`src/hw/rtl/mbe_pkg.sv`:
```
// mbe_pkg: shared types, constants and fixed-point helpers for the
// Mandelbrot escape-time block. No dependencies.
package mbe_pkg;

  localparam int FRAC_BITS_DEF  = 28;
  localparam int PIXEL_BITS_DEF = 10;
  localparam int QUEUE_DEPTH    = 2;

  localparam int WORD_W   = 32;
  localparam int STEP_W   = 31;
  localparam int ITER_W   = 16;
  localparam int PROD_W   = 64;
  localparam int SUM_W    = 66;
  localparam int ADDR_W   = 5;
  localparam int REG_IDX_W = 3;

  localparam logic [REG_IDX_W-1:0] REG_START_RE = 3'd0;
  localparam logic [REG_IDX_W-1:0] REG_START_IM = 3'd1;
  localparam logic [REG_IDX_W-1:0] REG_STEP_RE  = 3'd2;
  localparam logic [REG_IDX_W-1:0] REG_STEP_IM  = 3'd3;
  localparam logic [REG_IDX_W-1:0] REG_MAX_ITER = 3'd4;

  localparam logic [WORD_W-1:0] START_RE_RST = 32'hD800_0000;
  localparam logic [WORD_W-1:0] START_IM_RST = 32'hE800_0000;
  localparam logic [STEP_W-1:0] STEP_RE_RST  = 31'd2064888;
  localparam logic [STEP_W-1:0] STEP_IM_RST  = 31'd1830242;
  localparam logic [ITER_W-1:0] MAX_ITER_RST = 16'd1000;

  typedef enum logic {
    ST_IDLE,
    ST_RUN
  } state_t;

  typedef struct packed {
    logic full;
    logic empty;
  } q_status_t;

  // clamp a wide two's complement value to the signed 32-bit range
  function automatic logic [WORD_W-1:0] sat_word(input logic [SUM_W-1:0] v);
    logic fits;
    logic [WORD_W-1:0] res;
    fits = (v[SUM_W-1:WORD_W-1] == {(SUM_W-WORD_W+1){v[WORD_W-1]}});
    if (fits) begin
      res = v[WORD_W-1:0];
    end else if (v[SUM_W-1]) begin
      res = {1'b1, {(WORD_W-1){1'b0}}};
    end else begin
      res = {1'b0, {(WORD_W-1){1'b1}}};
    end
    return res;
  endfunction

  function automatic logic [SUM_W-1:0] sext_word(input logic [WORD_W-1:0] v);
    return {{(SUM_W-WORD_W){v[WORD_W-1]}}, v};
  endfunction

endpackage

```
`src/hw/rtl/mbe_front.sv`:
```
// mbe_front: accepts pixel requests and maps them to the complex point c.
// Depends on mbe_pkg (widths, saturation helpers).
module mbe_front #(
  parameter int PIXEL_BITS = mbe_pkg::PIXEL_BITS_DEF,
  parameter int DATA_W     = 2 * PIXEL_BITS + 2 * mbe_pkg::WORD_W
) (
  input  logic                              start,
  output logic                              busy,
  input  logic [PIXEL_BITS-1:0]             column,
  input  logic [PIXEL_BITS-1:0]             row,
  input  logic [mbe_pkg::WORD_W-1:0]        start_re,
  input  logic [mbe_pkg::WORD_W-1:0]        start_im,
  input  logic [mbe_pkg::STEP_W-1:0]        step_re,
  input  logic [mbe_pkg::STEP_W-1:0]        step_im,
  input  mbe_pkg::q_status_t                q_status,
  output logic                              push,
  output logic [DATA_W-1:0]                 push_data
);
  localparam int MUL_W = PIXEL_BITS + mbe_pkg::STEP_W;

  logic [MUL_W-1:0]             off_re;
  logic [MUL_W-1:0]             off_im;
  logic [mbe_pkg::SUM_W-1:0]    sum_re;
  logic [mbe_pkg::SUM_W-1:0]    sum_im;
  logic [mbe_pkg::WORD_W-1:0]   c_re;
  logic [mbe_pkg::WORD_W-1:0]   c_im;

  assign off_re = MUL_W'(column) * MUL_W'(step_re);
  assign off_im = MUL_W'(row) * MUL_W'(step_im);
  assign sum_re = mbe_pkg::SUM_W'(off_re) + mbe_pkg::sext_word(start_re);
  assign sum_im = mbe_pkg::SUM_W'(off_im) + mbe_pkg::sext_word(start_im);
  assign c_re   = mbe_pkg::sat_word(sum_re);
  assign c_im   = mbe_pkg::sat_word(sum_im);

  assign busy      = q_status.full;
  assign push      = start && !q_status.full;
  assign push_data = {column, row, c_re, c_im};

endmodule

```
`config.mk`:
```
export PLATFORM = sky130hd
export DESIGN_NAME = mbe_front
export DESIGN_NICKNAME = d
export VERILOG_FILES = /design/src/hw/rtl/mbe_pkg.sv /design/src/hw/rtl/mbe_front.sv
export SDC_FILE = /design/constraint.sdc
export NUM_CORES = 2
export LEC_CHECK = 0
export BUFFER_PORTS_ARGS = -buffer_cell sky130_fd_sc_hd__buf_2
export CAP_MARGIN = 20
export CORE_UTILIZATION = 40
export DETAILED_ROUTE_END_ITERATION = 12
export PLACE_DENSITY = 0.7
export REMOVE_ABC_BUFFERS = 1
export SETUP_SLACK_MARGIN = 0.1
export SYNTH_ARGS = -nofsm -noshare
export SYNTH_HDL_FRONTEND = slang
export SYNTH_SLANG_ARGS = --single-unit
```
`constraint.sdc`:
```
create_clock -name vclk -period 27.2
set_input_delay 2.72 -clock vclk [all_inputs]
set_output_delay 2.72 -clock vclk [all_outputs]
set_load 0.02 [all_outputs]
```
# After elaboration in Yosys (flattened, before gate mapping)
# Index checks and enable logic that the tools add are counted.
# word_totals
register_bits,0
# op_classes
n_addsub,2
multipliers,2
reduce_logical,2
mux,4
n_eq_ne,2
# op_table
op,count
32-bit two-way mux,4
42-bit by 32-bit adder with 43-bit output,2
10-bit by 31-bit multiplier with 41-bit output,2
34-bit == test,2
1-bit logical AND,1
1-bit zero test,1

# Depth between registers and ports, before layout
# logic_depth
word_depth,4
depth_mapped,38
mapped_depth_nobuf,35

# Worst setup path after synthesis
# Ideal clock, no wire load.
# synth_timing
path_kind,input port to output port
from,input row[1]
to,output push_data[10]
setup_slack_ns,13.255
arrival_time_ns,11.225
cell_stages,37
required_time_ns,24.480
cell_sequence,clkbuf_1 > nand2_1 > fa_1 > inv_1 > fa_1 > inv_1 > fa_1 > inv_1 > fa_1 > inv_1 > fa_1 > inv_1 > ha_1 > nand4_1 > nor2_1 > o311ai_1 > a21boi_0 > a211o_1 > nand2_1 > o31ai_1 > a21o_1 > a21oi_1 > xnor2_1 > ha_1 > nand3_2 > or4_1 > a211o_1 > a31oi_2 > o211ai_1 > o311ai_2 > xnor2_1 > nor3b_1 > a2bb2oi_1 > or3_1 > buf_2 > buf_2 > mux2i_1
# synth_via
elab_chain_cells,4
# synth_lines
element,line,text
"start, declared",mbe_front.sv:10,"input logic [PIXEL_BITS-1:0] row,"
10-bit by 31-bit multiplier with 41-bit output (*),mbe_front.sv:29,assign off_im = MUL_W'(row) * MUL_W'(step_im);
42-bit by 32-bit adder with 43-bit output (*),mbe_front.sv:31,assign sum_im = mbe_pkg::SUM_W'(off_im) + mbe_pkg::sext_word(start_im);
34-bit == test / 32-bit two-way mux (equally long branches),"mbe_pkg.sv:43, mbe_pkg.sv:46",
32-bit two-way mux (*),mbe_pkg.sv:44,if (fits) begin
"end, declared",mbe_front.sv:17,output logic [DATA_W-1:0] push_data
# Mark *: on every way between the ends. The rest lies on a longest branch, timed or not.

# Final worst setup path
# layout_timing
from,input row[1]
to,output push_data[23]
# The elaborated chain is that of the path after synthesis.

==> flow_metrics.env <==
export IMPL_start_util_pct=40.8
export IMPL_fin_tns_setup_ns=0
export IMPL_cp_required_ns=24.48
export IMPL_yosys_top_cells_area="fa_1 37%, ha_1 13%, and2_1 8.3%"
export IMPL_start_kind="primary input"
export IMPL_cp_num_buf_inv=9
export IMPL_netlist_cell_type_count=74
export IMPL_vias_per_cell=5.27
export IMPL_crit_slowest_cell="fa_1"
export IMPL_layout_nets=3969
export IMPL_synth_most_common_cell="inv_1"
export IMPL_post_cts_resized=0
export IMPL_period_minus_slack_ns=15.88
export IMPL_fin_ws_ns=11.32
export IMPL_synthCells=3043
export IMPL_ys_seq_area_share_pct=0
export IMPL_outcome="finished, final reports clean"
export IMPL_critPathMaxFanout=32
export IMPL_wl_per_cell_um=16.0
export IMPL_synth_area_um2=24800
export IMPL_m1WireLength_mm=28.4
export IMPL_hold_buffers=0
export IMPL_worstMarginPinSlew_ns=0.919
export IMPL_synth_common_cells="476 x inv_1, 462 x fa_1, 391 x nand2_1, 328 x and2_1, 248 x ha_1"
export IMPL_antenna_found_initial=7
export IMPL_slew_headroom_pct=38.7
export IMPL_top_layer="met5"
export IMPL_max_freq_mhz=63.0
export IMPL_crit_start="row[1]"
export IMPL_wirelength_mm=62.5
export IMPL_critical_path_cell_count=38
export IMPL_rsz0062_at_grt="no"
export IMPL_regArea_um2=0
export IMPL_preCtsSetupSlack_ns=11.32
export IMPL_post_cts_buffers=0
export IMPL_avgSynthCellArea_um2=8.15
export IMPL_design_seq_count=0
export IMPL_track_usage_pct=20.0
export IMPL_worstPathArrival_ns=13.16
export IMPL_grt_pass1_vias=20811
export IMPL_hold_viol_final=0
export IMPL_cpPeakStageDelay_ns=0.59
export IMPL_cp_top_family="adder cells"
export IMPL_finalWeightedCongestion=0.953
export IMPL_yosysTopAreaCellShare_pct=37.3
export IMPL_coreArea_um2=60800
export IMPL_die_area_um2=63000
export IMPL_min_period_over_period_pct=58.4
export IMPL_grt_pass1_wl_mm=104
export IMPL_chipHeight_um=251
export IMPL_drc=0
export IMPL_grt_start_max_net_pins=33
export IMPL_drv_slew=0
export IMPL_die_x_um=251
export IMPL_timing_max_cap_violations=0
export IMPL_critical_path_class="in2out"
export IMPL_hpwl_mm=52.1
export IMPL_detail_route_antenna_nets=0
export IMPL_endpoint="push_data[23]"
export IMPL_hp_class="in2out"
export IMPL_setup_violations_final=0
export IMPL_areaGrowthSynthToFinish_pct=5.88
export IMPL_first_pass_iters=5
export IMPL_wl_met3_mm=2.36
export IMPL_portBuffers=234
export IMPL_routed_via_count=20546
export IMPL_gr_total_overflow=0
export IMPL_nClkBuffers=0
export IMPL_multi_input_area_um2=22300
export IMPL_met2_length_mm=30.4
export IMPL_drive_gt1_share_pct=8.40
export IMPL_yosys_area_top_type="fa_1"
export IMPL_ioPinCount=235
export IMPL_first_iter_violations=1168
export IMPL_fillers=6192
export IMPL_ys_warn_count=0
export IMPL_rows=90
export IMPL_worstSetupEndpointType="primary output"
[worst min-delay path by stage]
stage	start	slack, ns	to	depth (start not counted)
CTS	q_status[1]	5.68	busy	2
global placement	q_status[1]	5.67	busy	2
floorplan	q_status[1]	5.44	busy	0
finish	q_status[1]	5.68	busy	2
global route	q_status[1]	5.70	busy	2
detailed placement	q_status[1]	5.68	busy	2
[cell usage in the layout, fill, tap and decap left out, types with 7 or more instances in the layout]
cell type / netlist / layout
buf_2: 7 / 234
nand2_1: 391 / 391
nand4_1: 21 / 21
o21a_1: 26 / 26
o211ai_1: 14 / 14
nand2b_1: 24 / 24
o21bai_1: 22 / 22
a31oi_1: 16 / 16
mux2i_1: 32 / 32
ha_1: 248 / 248
a21oi_1: 148 / 148
o21ai_0: 99 / 99
nor2b_1: 15 / 15
xnor2_1: 95 / 95
a211oi_1: 20 / 20
o31ai_1: 12 / 12
or3_1: 17 / 16
nand3_1: 38 / 38
and3_1: 14 / 14
nor3_1: 21 / 21
nor2_1: 83 / 83
nor3b_1: 7 / 7
xor2_1: 56 / 56
inv_1: 476 / 476
a211o_1: 7 / 7
and2_1: 328 / 328
fa_1: 462 / 462
o21ai_1: 14 / 14
a21o_1: 74 / 74
[stage by stage]
step | utilization [%] | area [um2] | instances | hold WS [ns]
after floorplan | - | 24000 | 2868 | 5.44
after global placement | 43.1 | 26200 | 3890 | 5.67
after global routing | 43.2 | 26300 | 3896 | 5.70
after CTS | 43.1 | 26200 | 3890 | 5.68
after detailed placement | 43.1 | 26200 | 3890 | 5.68
final | 43.2 | 26300 | 3896 | 5.68
[kinds of logic after synthesis]
kind of cell | synth area share [%]
AND/OR/NAND/NOR | 19.9
adder cells (fa/ha/maj) | 49.8
buffers and inverters | 10.3
AO/OA/AOI/OAI | 13.1
XOR/XNOR | 5.33
multiplexers | 1.56
[routing by layer]
metal	track usage, %	vias to the layer above
met3	1.00	86
li1	-	9787
met4	4.43	2
met5	0	-
met2	33.9	436
met1	28.2	10235
[final cells by class]
cell class,instances,share of cell area (%)
repair buffers,240,4.63
inverters,477,6.82
diodes,6,0.0572
multi-input cells,2391,84.8
well taps,782,3.73
Power is not shown: default switching activity piles up to over one toggle a cycle in this logic, so the estimate is an artifact.
