==> config.mk <==
export PLATFORM = sky130hd
export DESIGN_NAME = mbe_queue
export DESIGN_NICKNAME = d
export VERILOG_FILES = /design/src/hw/rtl/mbe_pkg.sv /design/src/hw/rtl/mbe_queue.sv
export SDC_FILE = /design/constraint.sdc
export NUM_CORES = 1
export LEC_CHECK = 0
export BUFFER_PORTS_ARGS = -buffer_cell sky130_fd_sc_hd__buf_2
export CAP_MARGIN = 20
export CORE_ASPECT_RATIO = 0.8
export CORE_MARGIN = 3
export CORE_UTILIZATION = 52
export CTS_CLUSTER_DIAMETER = 60
export DETAILED_ROUTE_END_ITERATION = 16
export PLACE_DENSITY = 0.8
export SLEW_MARGIN = 0
export SYNTH_ARGS = -nofsm -noshare
export SYNTH_HDL_FRONTEND = slang
export SYNTH_SLANG_ARGS = --single-unit
==> constraint.sdc <==
create_clock -name clk -period 6.2 [get_ports clk]
set_clock_uncertainty 0.1 [all_clocks]
set_input_delay 0.31 -clock clk [delete_from_list [all_inputs] [get_ports clk]]
set_output_delay 0.31 -clock clk [all_outputs]
set_load 0.005 [all_outputs]
==> src/hw/rtl/mbe_pkg.sv <==
// mbe_pkg: shared types, constants and fixed-point helpers for the
// Mandelbrot escape-time block. No dependencies.
package mbe_pkg;

  localparam int FRAC_BITS_DEF  = 28;
  localparam int PIXEL_BITS_DEF = 10;
  localparam int QUEUE_DEPTH    = 2;

  localparam int WORD_W   = 32;
  localparam int STEP_W   = 31;
  localparam int ITER_W   = 16;
  localparam int PROD_W   = 64;
  localparam int SUM_W    = 66;
  localparam int ADDR_W   = 5;
  localparam int REG_IDX_W = 3;

  localparam logic [REG_IDX_W-1:0] REG_START_RE = 3'd0;
  localparam logic [REG_IDX_W-1:0] REG_START_IM = 3'd1;
  localparam logic [REG_IDX_W-1:0] REG_STEP_RE  = 3'd2;
  localparam logic [REG_IDX_W-1:0] REG_STEP_IM  = 3'd3;
  localparam logic [REG_IDX_W-1:0] REG_MAX_ITER = 3'd4;

  localparam logic [WORD_W-1:0] START_RE_RST = 32'hD800_0000;
  localparam logic [WORD_W-1:0] START_IM_RST = 32'hE800_0000;
  localparam logic [STEP_W-1:0] STEP_RE_RST  = 31'd2064888;
  localparam logic [STEP_W-1:0] STEP_IM_RST  = 31'd1830242;
  localparam logic [ITER_W-1:0] MAX_ITER_RST = 16'd1000;

  typedef enum logic {
    ST_IDLE,
    ST_RUN
  } state_t;

  typedef struct packed {
    logic full;
    logic empty;
  } q_status_t;

  // clamp a wide two's complement value to the signed 32-bit range
  function automatic logic [WORD_W-1:0] sat_word(input logic [SUM_W-1:0] v);
    logic fits;
    logic [WORD_W-1:0] res;
    fits = (v[SUM_W-1:WORD_W-1] == {(SUM_W-WORD_W+1){v[WORD_W-1]}});
    if (fits) begin
      res = v[WORD_W-1:0];
    end else if (v[SUM_W-1]) begin
      res = {1'b1, {(WORD_W-1){1'b0}}};
    end else begin
      res = {1'b0, {(WORD_W-1){1'b1}}};
    end
    return res;
  endfunction

  function automatic logic [SUM_W-1:0] sext_word(input logic [WORD_W-1:0] v);
    return {{(SUM_W-WORD_W){v[WORD_W-1]}}, v};
  endfunction

endpackage

==> src/hw/rtl/mbe_queue.sv <==
// mbe_queue: small flip-flop FIFO carrying requests from front to back.
// Depends on mbe_pkg (status struct).
module mbe_queue #(
  parameter int WIDTH = 84,
  parameter int DEPTH = mbe_pkg::QUEUE_DEPTH
) (
  input  logic                clk,
  input  logic                rst,
  input  logic                push,
  input  logic [WIDTH-1:0]    wr_data,
  input  logic                pop,
  output logic [WIDTH-1:0]    rd_data,
  output mbe_pkg::q_status_t  status
);
  localparam int PTR_W = (DEPTH > 1) ? $clog2(DEPTH) : 1;
  localparam int CNT_W = $clog2(DEPTH + 1);

  logic [WIDTH-1:0] mem [DEPTH];
  logic [PTR_W-1:0] wr_ptr;
  logic [PTR_W-1:0] rd_ptr;
  logic [CNT_W-1:0] count;

  function automatic logic [PTR_W-1:0] ptr_inc(input logic [PTR_W-1:0] p);
    return (p == PTR_W'(DEPTH - 1)) ? '0 : p + PTR_W'(1);
  endfunction

  always_ff @(posedge clk) begin
    if (push) begin
      mem[wr_ptr] <= wr_data;
    end
  end

  always_ff @(posedge clk) begin
    if (rst) begin
      wr_ptr <= '0;
      rd_ptr <= '0;
      count  <= '0;
    end else begin
      if (push) begin
        wr_ptr <= ptr_inc(wr_ptr);
      end
      if (pop) begin
        rd_ptr <= ptr_inc(rd_ptr);
      end
      if (push && !pop) begin
        count <= count + CNT_W'(1);
      end else if (pop && !push) begin
        count <= count - CNT_W'(1);
      end
    end
  end

  assign rd_data      = mem[rd_ptr];
  assign status.full  = (count == CNT_W'(DEPTH));
  assign status.empty = (count == '0);

endmodule

## Word-level counts from Yosys, hierarchy flattened

Memory sizes are Yosys's and may differ from the RTL's. A register that Yosys moved wholly into a read port is not among the register bits.
Index checks and enable logic that the tools add are counted.

- Add/subtract/negate cells: 4
- Multiplexer cells: 8
- Eq/ne operators: 1
- Reductions and logical operators: 6

Operator list:

| cell | number |
|---|---|
| $mux W1 | 6 |
| $mux W2 | 2 |
| $add A1 B1 Y1 const B | 2 |
| $add A2 B1 Y2 const B | 1 |
| $eq A2 B2 Y1 const B | 1 |
| $logic_and A1 B1 Y1 | 2 |
| $logic_not A1 Y1 | 2 |
| $logic_not A2 Y1 | 1 |
| $reduce_bool A2 Y1 | 1 |
| $sub A2 B1 Y2 const B | 1 |

- Memories kept: 1
- Output and inout port bits: 86
- Word-level logic and storage cells: 23
- RAM bits: 168
- Register bits: 4

Memory list:

| memory | depth | width | read ports | clocked after Yosys merged registers in | wr ports | RTL line | RTL |
|---|---|---|---|---|---|---|---|
| mem | 2 | 84 | 1 | 1 | 1 | mbe_queue.sv:18 | `logic [WIDTH-1:0] mem [DEPTH];` |

## Longest topological paths before layout

- Depth in word-level cells: 4
- Depth in mapped cells: 5

## Least setup slack after synthesis

No wires, ideal clock.

- Kind: reg-to-reg
- Start point: register wr_ptr
- End point: memory mem[0][0], enable pin
- Path slack: 1,511 ps
- Stages on the path, launching flop included: 2
- Library setup time: 537 ps
- Arrival: 4,052 ps
- Cell sequence: dfxtp_1 nor2b_1

RTL lines:

| item | RTL line | RTL |
|---|---|---|
| start, declared | mbe_queue.sv:19 | `logic [PTR_W-1:0] wr_ptr;` |
| start signal, assigned | mbe_queue.sv:40 | `wr_ptr <= ptr_inc(wr_ptr);` |
| end, declared | mbe_queue.sv:18 |  |

Straight into the memory's write port.

==> impl_metrics.tcl <==
set metrics [dict create \
    synthTopCellsByArea "edfxtp_1 80%, mux2_2 15%, dfxtp_1 1.6%" \
    maxCapViolations 0 \
    cts_tree "done" \
    cts.sinks 173 \
    syn-num-nets 372 \
    clk_latency_ns 0.41 \
    worst_pin_slew_ns 0.580 \
    grt_pass1_wl_mm 20.1 \
    die_y_um 104 \
    dieArea_sq_mm 0.0135 \
    cts-hold-fix-buffers 81 \
    n_antenna_cell 0 \
    post_drt_wl_per_cell_um 18.7 \
    h-tree-depth 4 \
    dr.pass1.iters 5 \
    path_class "reg2out" \
    reg2reg_to "mem[0][7]$_DFFE_PP_" \
    reg2reg_setup_slack_ns 4.19 \
    ys_types 16 \
    num_rows 35 \
    critPathTopFamily "flip-flops" \
    post-route-period-util_pct 38.9 \
    worstHoldPathType "in2reg" \
    ys_ff_latch 173 \
    synth-compound-area-share_pct 0.159 \
    final_nets 644 \
    status "finished clean" \
    synthSimpleGateAreaFrac_pct 0.736 \
    cts_resized 0 \
    regToRegStartpoint "wr_ptr$_SDFFE_PP0P_" \
    grt_usage_pct 19.7 \
    total_power_mw 2.76 \
    fp.dieW_um 129 \
    synth_top_family_by_area "multiplexers" \
    ios 174 \
    synthXorXnorAreaFrac_pct 0.557 \
    clk_path_buf_depth 2 \
    syn_inst 283 \
    start_kind "flip-flop" \
    hpwl_mm 7.33 \
    rsz0062_at_grt "false" \
    start_util_pct 54.0 \
    slowest_stage "dfxtp_4" \
    area_delta_synth_final_pct 39.7 \
    ff2ff_path_depth 3 \
    synth_top_area_cell "edfxtp_1" \
    maxSlewHeadroom_pct 61.3 \
    path_clk_slew_ns 0.06 \
    crit_fanout 45 \
    drc_errors 0 \
    synthMuxAreaShare_pct 15.0 \
    synth_fa_ha_area_share_pct 0.199 \
    hp-start "pop" \
    grt_max_degree 85 \
    syn_area_per_cell_sq_um 22.2 \
    gp_congestion 0.721 \
    cts-buffers-inserted 17 \
    grt_antenna_before_repair 0 \
    core_area_sq_mm 0.0116 \
    final_hold_viol_count 0 \
    drive_above_1_share_pct 51.9 \
    wirelength_mm 13.4 \
    cp_cell_sequence "buf_12, mux2_2, buf_2" \
    setup_viol 0 \
    worst-endpoint-required_ns 5.79 \
    ys_seq_area_share_pct 81.8 \
    grt_remaining_overflow 0 \
    slowest_delay_ns 0.70 \
    post_cts.repair.setup_buffers 0 \
    setup_tns_ns 0 \
    postRouteAntennaNets 0 \
    synthesis.area_sq_mm 0.00629 \
    total_leakage_power_nw 3.35 \
    hold_path_depth 3 \
    fmax_ghz 0.415 \
    finalMaxSlewViolations 0 \
    critPathBufInv 2 \
    grt_pass1_vias 3983 \
    max-vdd-ir-drop_mv 0.264 \
    power_density_mw_per_mm2 314 \
    cp.arrival_ns 2.00 \
    dr.first_iter.drc_count 220 \
    synthDominantCellAreaShare_pct 80.2 \
    end_kind "primary output" \
    cts_root_buf "clkbuf_16" \
    viasPerCell 5.03 \
    port_buffers 173 \
    vias 3598 \
    yosysWarnings 0 \
    fillers 682 \
    min_period_ns 2.41 \
]
## routing by layer
metal,global-route usage [%],share of wire (%)
met5,0,0
met1,22.6,41
met2,35.2,51
met3,6.52,6.2
met4,5.47,1.2
## layout by cell type (no fill, tap or decap), types with 2 or more instances in the layout
cell type      synthesis  layout
xor2_1                 2       2
mux2_2                84      84
edfxtp_1             168     168
buf_12                 0       2
dlygate4sd3_1          0      85
clkinv_4               0       2
clkbuf_16              0      17
nor2_1                 5       5
xnor2_1                2       2
dfxtp_1                5       4
bufinv_16              0       3
inv_6                  0       4
buf_2                  2     173
clkinv_2               0       2
## cells in the mapped netlist (all sizes together)
| master | instances |
|---|---|
| a21oi | 1 |
| ha | 1 |
| inv | 1 |
| dfxtp | 5 |
| o21ai | 1 |
| edfxtp | 168 |
| and2b | 1 |
| xor2 | 2 |
| and2 | 1 |
| buf | 9 |
| nor2 | 5 |
| xnor2 | 2 |
| or3 | 1 |
| nor2b | 1 |
| mux2 | 84 |
## power by group
group	leakage [nW]	internal (mW)	switching, mW
Clock	0.289	0.636	0.434
Combinational	1.44	0.167	0.131
Sequential	1.62	1.36	0.0293
## final cells by class
cell class / instances / area, sq um / share of cell area, %
inverters: 1 / 3.75 / 0.0427
repair buffers: 262 / 1790 / 20.4
flip-flops and latches: 173 / 5150 / 58.6
multi-input cells: 100 / 1060 / 12.1
clock buffers: 18 / 429 / 4.89
well taps: 148 / 185 / 2.11
clock inverters: 13 / 164 / 1.87
## cells by family after synthesis
family / Yosys count
compound gates: 2
xor+xnor: 4
fa+ha+maj: 1
buf+inv: 10
flops: 173
mux: 84
simple gates: 9
## worst register-to-register path, stage by stage, from the launching register on
cell and delay (ns):
dfxtp_1 0.37, nor2b_4 0.34, buf_12 0.27, buf_4 0.54
## stage by stage
step                cell area, sq um  instances  util (%)  setup WS, ns  hold slack (ns)
finish                          8780        715      75.4          3.79           0.0851
detailed placement              7290        597      62.6          4.08            0.401
global route                    8780        715      75.4          3.69           0.0780
CTS                             8690        709      74.6          3.66         0.000696
global placement                7270        596      62.4          3.64            0.379
floorplan                       6290        283         -          1.51            0.279
## state kept, by name, indices dropped and copies added (netlist names), named ones only
register	count
count	2
mem	168
rd_ptr	1
wr_ptr	1
## worst max-delay path by stage
stage                         from              endpoint  slack [ns]  cells after the start
6_report                 flip-flop           rd_data[28]        3.79                      3
3_3_place_gp                  push   mem[0][5]$_DFFE_PP_        3.64                      3
2_1_floorplan  wr_ptr$_SDFFE_PP0P_   mem[0][0]$_DFFE_PP_        1.51                      1
3_5_place_dp                  push  mem[0][12]$_DFFE_PP_        4.08                      4
4_1_cts                  flip-flop           rd_data[43]        3.66                      2
5_1_grt                  flip-flop           rd_data[28]        3.69                      3
(Power assumes the default switching activity.)
